`config.mk`:
```
export PLATFORM = sky130hd
export DESIGN_NAME = rfor_ctrl
export DESIGN_NICKNAME = d
export VERILOG_FILES = /design/src/rtl/core/rfor_pkg.sv /design/src/rtl/core/rfor_ctrl.sv
export SDC_FILE = /design/constraint.sdc
export NUM_CORES = 1
export LEC_CHECK = 0
export ABC_AREA = 1
export BUFFER_PORTS_ARGS = -buffer_cell sky130_fd_sc_hd__buf_2
export CAP_MARGIN = 30
export CORE_AREA = 2 2 39 41
export CTS_CLUSTER_SIZE = 40
export DETAILED_ROUTE_END_ITERATION = 8
export DIE_AREA = 0 0 41 43
export SLEW_MARGIN = 20
export SYNTH_ARGS = -nofsm -noshare
export SYNTH_HDL_FRONTEND = slang
export SYNTH_SLANG_ARGS = --single-unit
```
`constraint.sdc`:
```
create_clock -name clk_i -period 1.44 [get_ports clk_i]
set_input_delay 0.072 -clock clk_i [delete_from_list [all_inputs] [get_ports clk_i]]
set_output_delay 0.072 -clock clk_i [all_outputs]
set_load 0.005 [all_outputs]
```
`src/rtl/core/rfor_pkg.sv`:
```
// Shared types and constants for the rectangle fill and outline rasterizer.
// Used by the controller, the datapath and the top level.
`default_nettype none

package rfor_pkg;

  localparam int DEF_MAX_SIDE  = 256;
  localparam int DEF_FRAC_BITS = 8;

  localparam int COORD_W = 20;
  localparam int CFG_W   = 9;
  localparam int BYTE_W  = 8;

  localparam logic [BYTE_W-1:0] TYPE_FILLED  = 8'd82;
  localparam logic [BYTE_W-1:0] TYPE_OUTLINE = 8'd114;

  localparam logic [CFG_W-1:0]  RST_WIDTH      = 9'd256;
  localparam logic [CFG_W-1:0]  RST_HEIGHT     = 9'd256;
  localparam logic [BYTE_W-1:0] RST_BACKGROUND = 8'd32;

  typedef enum logic [1:0] {
    CMD_CLEAR = 2'd0,
    CMD_DRAW  = 2'd1,
    CMD_READ  = 2'd2
  } cmd_e;

  typedef enum logic [1:0] {
    STS_OK      = 2'd0,
    STS_REJECT  = 2'd1,
    STS_OUTSIDE = 2'd2
  } status_e;

  typedef enum logic [1:0] {
    CFG_WIDTH      = 2'd0,
    CFG_HEIGHT     = 2'd1,
    CFG_BACKGROUND = 2'd2
  } cfg_idx_e;

  typedef enum logic [1:0] {
    ST_IDLE,
    ST_CLEAR,
    ST_DRAW,
    ST_DONE
  } state_e;

  typedef struct packed {
    logic load;
    logic sweep;
    logic out_load;
  } ctl_cmd_t;

  typedef struct packed {
    logic rect_ok;
    logic sweep_last;
    logic out_busy;
  } dp_sts_t;

endpackage

`default_nettype wire

```
`src/rtl/core/rfor_ctrl.sv`:
```
// Controller state machine of the rasterizer: sequences accept, sweep and result.
// Depends on rfor_pkg for state, command and status types.
`default_nettype none

module rfor_ctrl (
  input  logic               clk_i,
  input  logic               rst_ni,
  input  logic               in_valid_i,
  input  logic [1:0]         cmd_i,
  input  rfor_pkg::dp_sts_t  sts_i,
  output rfor_pkg::ctl_cmd_t ctl_o,
  output logic               in_stall_o
);

  rfor_pkg::state_e state_q, state_d;

  always_ff @(posedge clk_i or negedge rst_ni) begin
    if (!rst_ni) begin
      state_q <= rfor_pkg::ST_IDLE;
    end else begin
      state_q <= state_d;
    end
  end

  always_comb begin
    state_d      = state_q;
    ctl_o        = '0;
    in_stall_o   = 1'b1;
    case (state_q)
      rfor_pkg::ST_IDLE: begin
        in_stall_o = 1'b0;
        if (in_valid_i) begin
          ctl_o.load = 1'b1;
          case (rfor_pkg::cmd_e'(cmd_i))
            rfor_pkg::CMD_CLEAR: state_d = rfor_pkg::ST_CLEAR;
            rfor_pkg::CMD_DRAW: begin
              state_d = sts_i.rect_ok ? rfor_pkg::ST_DRAW : rfor_pkg::ST_DONE;
            end
            default: state_d = rfor_pkg::ST_DONE;
          endcase
        end
      end
      rfor_pkg::ST_CLEAR, rfor_pkg::ST_DRAW: begin
        ctl_o.sweep = 1'b1;
        if (sts_i.sweep_last) begin
          state_d = rfor_pkg::ST_DONE;
        end
      end
      rfor_pkg::ST_DONE: begin
        if (!sts_i.out_busy) begin
          ctl_o.out_load = 1'b1;
          state_d        = rfor_pkg::ST_IDLE;
        end
      end
      default: state_d = rfor_pkg::ST_IDLE;
    endcase
  end

endmodule

`default_nettype wire

```
==> results by group, run 1 <==
Run status
  – Run status: finished clean

Yosys
  – Yosys top cell area share: between 20 and 30%
  – Mean Syn Cell Area: 5.973 sq um
  – Register area share after synthesis: 27.03%
  – Syn_nets: 41
  – Syn Std Cell Area: 185.2 sq um
  – Post-synthesis sequential element count: 2
  – Post-Syn Instances: 31
  – Post-synth top area cell: nand2_1
  – YS warnings: 0
  – Unique cell type count in the Yosys netlist: 8
  – Ranking of synthesized cells by area: nand2_1 (28%), dfrtp_1 (27%), inv_1 (18%), ha_1 (14%), nand3_2 (5.4%)

Run
  – Max-cap violations: 0

Layout
  – Layout cells sized above 1: 32.61%
  – Multi-input gate area: between 100 and 150 sq um
  – Reg with most FFs: state_q
  – Commonest non-fill, non-tap cell in the layout: nand2_1
  – Register area: 50.05 sq um
  – Largest register FFs: 2
  – Area Overhead vs Synth: 58.11%
  – Largest regs: state_q (2)
  – Nets: 58
  – Post-route insts no fill: slightly above 60
  – # fillers: 161
  – Most frequent cells in the layout: nand2_1 (14), buf_2 (11), inv_1 (9)
  – Ant. Diodes: 0

Power and ir drop
  – Power per cell area: 2015 nW/um^2
  – Internal Power: 0.3362 mW
  – Comb pwr share: 59.3%
  – Sw frac: 43.01%
  – Part of the power in the clock network: a little over a fifth
  – Worst vdd ir: 513.6 uV
  – Leakage: 0.1959 nW
  – NetSw: about 0.25 mW
  – Sequential power share: 18.9%

STA
  – Post-layout worst setup margin: 0.2643 ns
  – Slew headroom: 90.73%
  – Slew @ Worst Pin: 0.1376 ns
  – Fin Setup TNS: 0 ns
  – Final Max Tran Viols: 0
  – Setup repair after global routing missed its margin: false
  – Tmin final: 1.176 ns
  – Layout Skew: 0.001672 ns
  – Fin crit share: 81.64%
  – Fmax: 0.8506 GHz
  – Final setup vio count: 0
  – Final Hold Fails: 0

CTS
  – CTS H-tree depth: 1
  – CTS tree: done
  – Clock buffer count from CTS: 3
  – Setup bufs post-CTS: 0
  – CTS root buf: clkbuf_4
  – Clk sinks: 2
  – CTS max path bufs: 2
  – Clock Latency Late Sink: roughly 0.23 ns
  – Reg clk slew, reported paths: 0.03 ns

Critical path
  – Cells on worst reg2reg path: 7
  – Critical Path Start Type: flip-flop
  – CP Max Fanout: 5
  – Worst setup path class: flip-flop to primary output
  – Worst path arrival time: 1.10 ns
  – WP data required: between 1 and 1.5 ns
  – CP endpoint kind: primary output

Global routing
  – Global-route wire length before repair: around 570 um
  – Largest net degree at the start of global routing: 6
  – Total track usage: under 10%
  – GRT Residual Overflow: 0
  – Initial antenna violation count: 0
  – Vias in the first global route: roughly 170

Detailed routing
  – Final WL: 380 um
  – WL/cell: 6.129 um
  – Via density per instance: 3.290
  – DR vias: 204
  – DRC errors left: 0
  – Drt pass-1 iters: 1
  – Antenna Violating Nets Remaining: 0
  – Initial DRC count: 0

Placement
  – HPWL after DPL: around 320 um
  – Dpl ws: 0.3100 ns
  – Cells after DPL: 58
  – Gpl congestion: ~0.7
  – Port bufs: 11

Die
  – Die width: 41 um
  – Row count: 14
  – Total core area: between 1000 and 1500 sq um
  – Die Ht: 43 um
  – Die area: 1763 sq um
  – Initial Util: 13.38%
  – # IOs: 12

Worst hold path
  – HP Class: input port to async pin
==> path summary, 6_finish.rpt <==
path                         endpoint  slack, ns        from
max in group asynchronous  state_q[0]       1.18      rst_ni
max reg2reg                state_q[0]       0.31  state_q[0]
min reg2reg                state_q[0]       0.51  state_q[0]
min in group clk_i         state_q[1]       0.18    cmd_i[0]
min                        state_q[1]       0.16      rst_ni
max                          ctl_o[2]       0.26  state_q[0]
==> power groups by stage <==
stage | logic, mW | registers, mW | clock network (mW)
after global placement | 0.357 | 0.112 | 0
after detailed placement | 0.355 | 0.113 | 0
final | 0.350 | 0.112 | 0.128
after CTS | 0.359 | 0.113 | 0.135
after global routing | 0.404 | 0.117 | 0.138
after floorplan | 0.258 | 0.107 | 0
==> Yosys cell counts, drive strengths merged <==
| master | number |
|---|---|
| dfrtp | 2 |
| nor2 | 1 |
| nand2 | 14 |
| o21ai | 1 |
| ha | 2 |
| inv | 9 |
| nand3 | 2 |
==> per-layer routing <==
layer | part of all wire (%) | GRT usage (%) | vias to the layer above
met5 | 0 | 0 | -
met3 | 4.2 | 3.141 | 2
li1 | - | - | 120
met4 | 3.9 | 10.00 | 0
met2 | 53 | 7.187 | 6
met1 | 38 | 4.516 | 76
==> kinds of logic after synthesis <==
group / count (synthesis) / synth area share (%)
AOI/OAI and AO/OA: 1 / 2.700
adders and majority gates: 2 / 13.51
buffers and inverters: 9 / 18.24
DFF: 2 / 27.03
and+or+nand+nor: 17 / 38.51
==> what timing repair did <==
item,CTS,global route
endpoints found under the hold margin,2,0
resized for setup,0,0
hold buffers,1,0
==> final cells by class <==
class | count | area share [%]
tap | 16 | 6.838
timing repair buffer | 12 | 22.22
clock buffer | 3 | 7.692
sequential | 2 | 17.09
multi-input combinational | 20 | 34.62
inverter | 9 | 11.54
==> stage by stage <==
stage	utilization, %	total power [mW]	hold WS [ns]	area (sq um)
after floorplan	-	0.3650	-0.2236	185.2
after global placement	18.81	0.4690	-0.1424	260.3
after detailed placement	18.81	0.4681	-0.1430	260.3
after CTS	21.16	0.6067	0.1644	292.8
after global routing	21.16	0.6592	0.1717	292.8
final	21.16	0.5899	0.1641	292.8
==> critical path: stages (launching register included) <==
cell and delay (ns):
dfrtp_1 0.38, inv_1 0.07, ha_1 0.22, nand2_1 0.07, inv_1 0.05, buf_2 0.10
No activity file was read; power rests on OpenSTA's default activity.
==> run 2: changes to the inputs <==
clock period = 1.2 ns   (was 1.44 ns; I/O delays follow)
==> run 2 against run 1 <==
Compared with the run above:
- sequential share of layout area shrank 0.70 points
- sequential cell count did not move
- clock power increased by 17%
- register-to-register slack worse by 0.21 ns
- critical path type unchanged
- highest routed layer is now met3
- non-clock buffer count unchanged
- largest cell class unchanged
- count of clock-buffer cells in the layout did not move
- die area did not move
- total power grew 33%
- routed wire length grew 19%
- combinational power increased by 43%
- final cell count did not move
==> results by group, run 2 (same netlist as run 1, synthesis figures left out) <==
Power and ir drop
  – Worst vdd ir: 469.9 uV
  – Total power: 0.7865 mW
  – Power per cell area: 2576 nW/um^2
  – Leakage: 0.1954 nW

Detailed routing
  – Final WL: about 450 um
  – Initial DRC count: 4
  – Via density per instance: 3.516
  – Drt pass-1 iters: 2
  – Antenna Violating Nets Remaining: 0
  – DRC errors left: 0
  – DR vias: 218
  – WL/cell: 7.323 um

CTS
  – Reg clk slew, reported paths: ~0.03 ns
  – CTS tree: done
  – CTS root buf: clkbuf_4
  – Clock Latency Late Sink: around 0.22 ns
  – CTS H-tree depth: 1
  – Clock buffer count from CTS: 3
  – CTS max path bufs: 2
  – Clk sinks: 2

Placement
  – HPWL after DPL: 354.2 um
  – Placed instance area: 260.3 sq um
  – Port bufs: 11
  – Gpl congestion: 0.6764

Global routing
  – Busiest grt layer: met2
  – Vias in the first global route: around 210
  – GR Util met2: 10.63%
  – Global-route wire length before repair: 745 um
  – Total track usage: 7.236%
  – Initial antenna violation count: 0
  – Met3 Track Usage GR: 3.141%
  – GRT met1 Usage: 5.484%
  – GRT Residual Overflow: 0
  – Largest net degree at the start of global routing: 6

Die
  – Die Ht: 43 um
  – Die area: 1763 sq um
  – Total core area: 1384 sq um
  – Initial Util: 13.38%
  – Row count: 14
  – Die width: approximately 41 um
  – # IOs: 12

Layout
  – Commonest non-fill, non-tap cell in the layout: nand2_1
  – Largest register FFs: 2
  – Final Util: 22.06%
  – Nets: 58
  – Reg with most FFs: state_q
  – Largest regs: state_q (2)
  – Layout cells sized above 1: ~37%
  – Final instance area: 305.3 sq um
  – Ant. Diodes: 0
  – Area Overhead vs Synth: 64.86%
  – Most frequent cells in the layout: nand2_1 (14), buf_2 (11), inv_1 (8)

Critical path
  – Setup slack, reg-to-reg: 0.10 ns
  – Worst setup path class: flip-flop to primary output
  – CP Cell Sequence: inv_1, ha_4, nand2_1, inv_1, buf_2
  – FF-to-FF Start: state_q[1]
  – Worst path arrival time: 1.06 ns
  – CP Max Fanout: 5
  – Cells on worst reg2reg path: 7
  – Worst r2r dst: state_q[0]
  – Most frequent CP cell: inv_1
  – CP max stage delay: roughly 0.38 ns
  – CP endpoint kind: primary output
  – Critical Path Start Type: flip-flop
  – WP data required: 1.14 ns
  – Slowest CP cell: dfrtp_1

STA
  – Tmin final: 1.121 ns
  – Layout Skew: 0.0006097 ns
  – Final Max Tran Viols: 0
  – Slew @ Worst Pin: 0.1372 ns
  – Setup repair after global routing missed its margin: false
  – Final Hold Fails: 0
  – Fin crit share: 93.40%
  – Slew headroom: 90.75%
  – Fin Setup TNS: 0 ns
  – Final setup vio count: 0
  – Fmax: 0.8922 GHz

Run status
  – Run status: finished clean

Worst hold path
  – HP Class: input port to async pin

Run
  – Max-cap violations: 0
## run 2: cell types whose count changed in the layout (fill, tap and decap cells not counted)
cell / delta
inv_2: +1
ha_1: -1
inv_1: -1
ha_4: +1
## run 2: routing by layer
metal / wire [um] / up-vias
li1: - / 118
met1: 163 / 96
met2: 276 / 4
met3: 14 / 0
met4: 0 / 0
met5: 0 / -
## run 2: critical path: cells and delay by family (launching register included)
family / cells / cell delay, ns
DFF: 1 / 0.38
buffers and inverters: 3 / 0.25
adders and majority gates: 1 / 0.16
and+or+nand+nor: 1 / 0.05
## run 2: what timing repair did
item,in CTS,in global routing
hold endpoints to repair,2,0
hold buffers,1,0
buffers inserted,0,0
gates resized for setup,1,2
setup endpoints to repair,1,5
## run 2: how the worst max path moves through the flow
stage	from	to	slack (ns)	depth (start not counted)
floorplan	state_q[0]	state_q[0]	0.12	7
global placement	state_q[0]	state_q[1]	0.08	7
detailed placement	state_q[1]	state_q[0]	0.05	7
CTS	state_q[1]	ctl_o[2]	0.02	5
global route	state_q[1]	ctl_o[2]	0.009	5
finish	state_q[1]	ctl_o[2]	0.08	5
## run 2: power by group
| part | leakage (nW) | switching, mW | internal [mW] | total, mW |
|---|---|---|---|---|
| sequential | 0.0241 | 0.0288 | 0.107 | 0.136 |
| clock | 0.0138 | 0.0391 | 0.110 | 0.150 |
| combinational | 0.157 | 0.263 | 0.238 | 0.501 |
## run 2: cell type report
type	count	area (sq um)
Fill cell	168	1079
Tap cell	16	20.02
Multi-Input combinational cell	20	113.9
Clock buffer	3	22.52
Inverter	9	33.78
Sequential cell	2	50.05
Timing Repair Buffer	12	65.06
## run 2: metrics by stage
stage / hold WS, ns / worst slack, ns / std cells
6_report: 0.1586 / 0.07919 / 62
3_3_place_gp: -0.1539 / 0.08398 / 58
3_5_place_dp: -0.1533 / 0.04727 / 58
2_1_floorplan: -0.2356 / 0.1211 / 31
4_1_cts: 0.1577 / 0.02413 / 62
5_1_grt: 0.1715 / 0.008918 / 62
==> run 3: changes to the inputs <==
==> constraint.sdc (replaced) <==
create_clock -name clk_i -period 1.2 [get_ports clk_i]
set_input_delay 0.24 -clock clk_i [delete_from_list [all_inputs] [get_ports clk_i]]
set_output_delay 0.24 -clock clk_i [all_outputs]
set_load 0.005 [all_outputs]
==> run 3 against run 2 <==
Compared with the run above:
- the run now ends with negative setup slack left
- core utilization grew 1.2 points
- total power is 11% higher
- worst hold slack improved by 0.17 ns
- via count fell by 0.46%
- highest routed layer unchanged
- critical endpoint unchanged
- maximum frequency down 11%
- die area did not move
==> results by group, run 3 (same netlist as run 1, synthesis figures left out) <==
Run status
  – Run status: complete, but fails checks
  – Failing checks: negative setup slack

Power and ir drop
  – Power per cell area: approximately 2700 nW/um^2
  – Worst vdd ir: ~750 uV
  – Leakage: about 0.2 nW

Global routing
  – Global-route wire length before repair: between 700 and 800 um
  – GRT Residual Overflow: 0
  – Vias in the first global route: 221
  – Total track usage: 7.243%
  – Initial antenna violation count: 0
  – Largest net degree at the start of global routing: 4

Critical path
  – CP Max Fanout: 3
  – CP top delay family: flip-flops
  – Worst r2r dst: state_q[0]
  – Critical Path Start Type: flip-flop
  – Cells on worst reg2reg path: 8
  – CP endpoint kind: primary output
  – Worst path arrival time: 1.02 ns
  – CP Cell Sequence: inv_2, ha_4, nand2_1, inv_1, buf_2
  – FF-to-FF Start: state_q[0]
  – Setup slack, reg-to-reg: 0.06 ns
  – CP bufs+invs: 3
  – CP max stage delay: 0.39 ns
  – Worst setup path class: flip-flop to primary output
  – Slowest CP cell: dfrtp_1
  – WP data required: between 0.9 and 1 ns
  – Crit path from: state_q[0]

CTS
  – CTS max path bufs: 2
  – CTS tree: done
  – Clk sinks: 2
  – Clock buffer count from CTS: 3
  – Clock Latency Late Sink: 0.23 ns
  – CTS root buf: clkbuf_4
  – Reg clk slew, reported paths: around 0.03 ns
  – CTS H-tree depth: 1

Die
  – # IOs: 12
  – Die area: about 1800 sq um
  – Die width: 41 um
  – Initial Util: 13.38%
  – Die Ht: 43 um
  – Total core area: approximately 1400 sq um
  – Row count: 14

STA
  – Slew @ Worst Pin: 0.1322 ns
  – Layout Skew: 0.006194 ns
  – Setup repair after global routing missed its margin: true
  – Tmin final: 1.260 ns
  – Final setup vio count: 4
  – Post-layout worst setup margin: -0.05979 ns
  – Fmax: about 0.79 GHz
  – Fin crit share: 105.0%
  – Final hold slack: 0.3307 ns
  – Final Max Tran Viols: 0
  – Slew headroom: 91.09%
  – Final Hold Fails: 0

Detailed routing
  – Via density per instance: 3.444
  – Drt pass-1 iters: 4
  – Final WL: ~430 um
  – Antenna Violating Nets Remaining: 0
  – DRC errors left: 0
  – DR vias: approximately 220
  – Initial DRC count: 5
  – WL/cell: 6.746 um

Run
  – Max-cap violations: 0

Layout
  – Multi-input gate area: 116.4 sq um
  – Most frequent cells in the layout: nand2_1 (14), buf_2 (10), inv_1 (5)
  – # fillers: 167
  – Largest register FFs: 2
  – Largest regs: state_q (2)
  – Layout cells sized above 1: a little under half
  – Area Overhead vs Synth: 73.65%
  – Nets: 59
  – Ant. Diodes: 0
  – Reg with most FFs: state_q
  – Commonest non-fill, non-tap cell in the layout: nand2_1
  – Register area: 50.05 sq um

Worst hold path
  – HP Class: input port to async pin

Placement
  – Gpl congestion: roughly 0.69
  – Port bufs: 11
  – HPWL after DPL: about 330 um
  – Dpl ws: 0.06019 ns
run 3: changes by cell type in the layout (fill, tap and decap cells not counted):
cell | previous run | this run
buf_6 | 0 | 1
inv_2 | 1 | 4
inv_1 | 8 | 5
ha_1 | 1 | 0
buf_4 | 0 | 1
buf_2 | 11 | 10
ha_2 | 0 | 1
run 3: layout make-up:
class / count / area share (%)
Multi-Input combinational cell: 20 / 36.19
Timing Repair Buffer: 13 / 24.51
Sequential cell: 2 / 15.56
Inverter: 9 / 10.51
Clock buffer: 3 / 7.004
Tap cell: 16 / 6.226
run 3: timing repair:
action / 4_1_cts / 5_1_grt
hold buffers: 1 / 0
pin swaps: 1 / 1
endpoints found under the setup margin: 4 / 4
endpoints found under the hold margin: 2 / 0
buffers inserted: 1 / 0
resized for setup: 6 / 2
run 3: per-layer routing:
layer	global-route usage [%]	vias up	share of wire [%]
li1	-	121	-
met1	6.149	92	40
met2	10.00	4	56
met3	4.712	0	4.7
met4	8.000	0	0
met5	0	-	0
run 3: worst max path at each step:
| stage | cells after the start | to |
|---|---|---|
| detailed placement | 6 | state_q[1] |
| floorplan | 7 | state_q[0] |
| global placement | 7 | state_q[1] |
| global route | 4 | ctl_o[0] |
| finish | 5 | ctl_o[2] |
| CTS | 5 | ctl_o[2] |
run 3: through the flow:
stage                     TNS (ns)  area, sq um  total power [mW]  cells  util, %
after floorplan                  0        185.2            0.4380     31        -
after global placement           0        260.3            0.5605     58    18.81
after detailed placement         0        260.3            0.5659     58    18.81
after CTS                  -0.2291        321.6            0.8744     63    23.24
after global routing       -0.4121        321.6            0.9718     63    23.24
final                      -0.1647        321.6            0.8702     63    23.24
run 3: where the power goes:
group	internal (mW)	switching [mW]	leakage [nW]	total, mW
clock	0.111	0.0413	0.0138	0.152
sequential	0.107	0.0320	0.0241	0.139
combinational	0.301	0.278	0.161	0.579
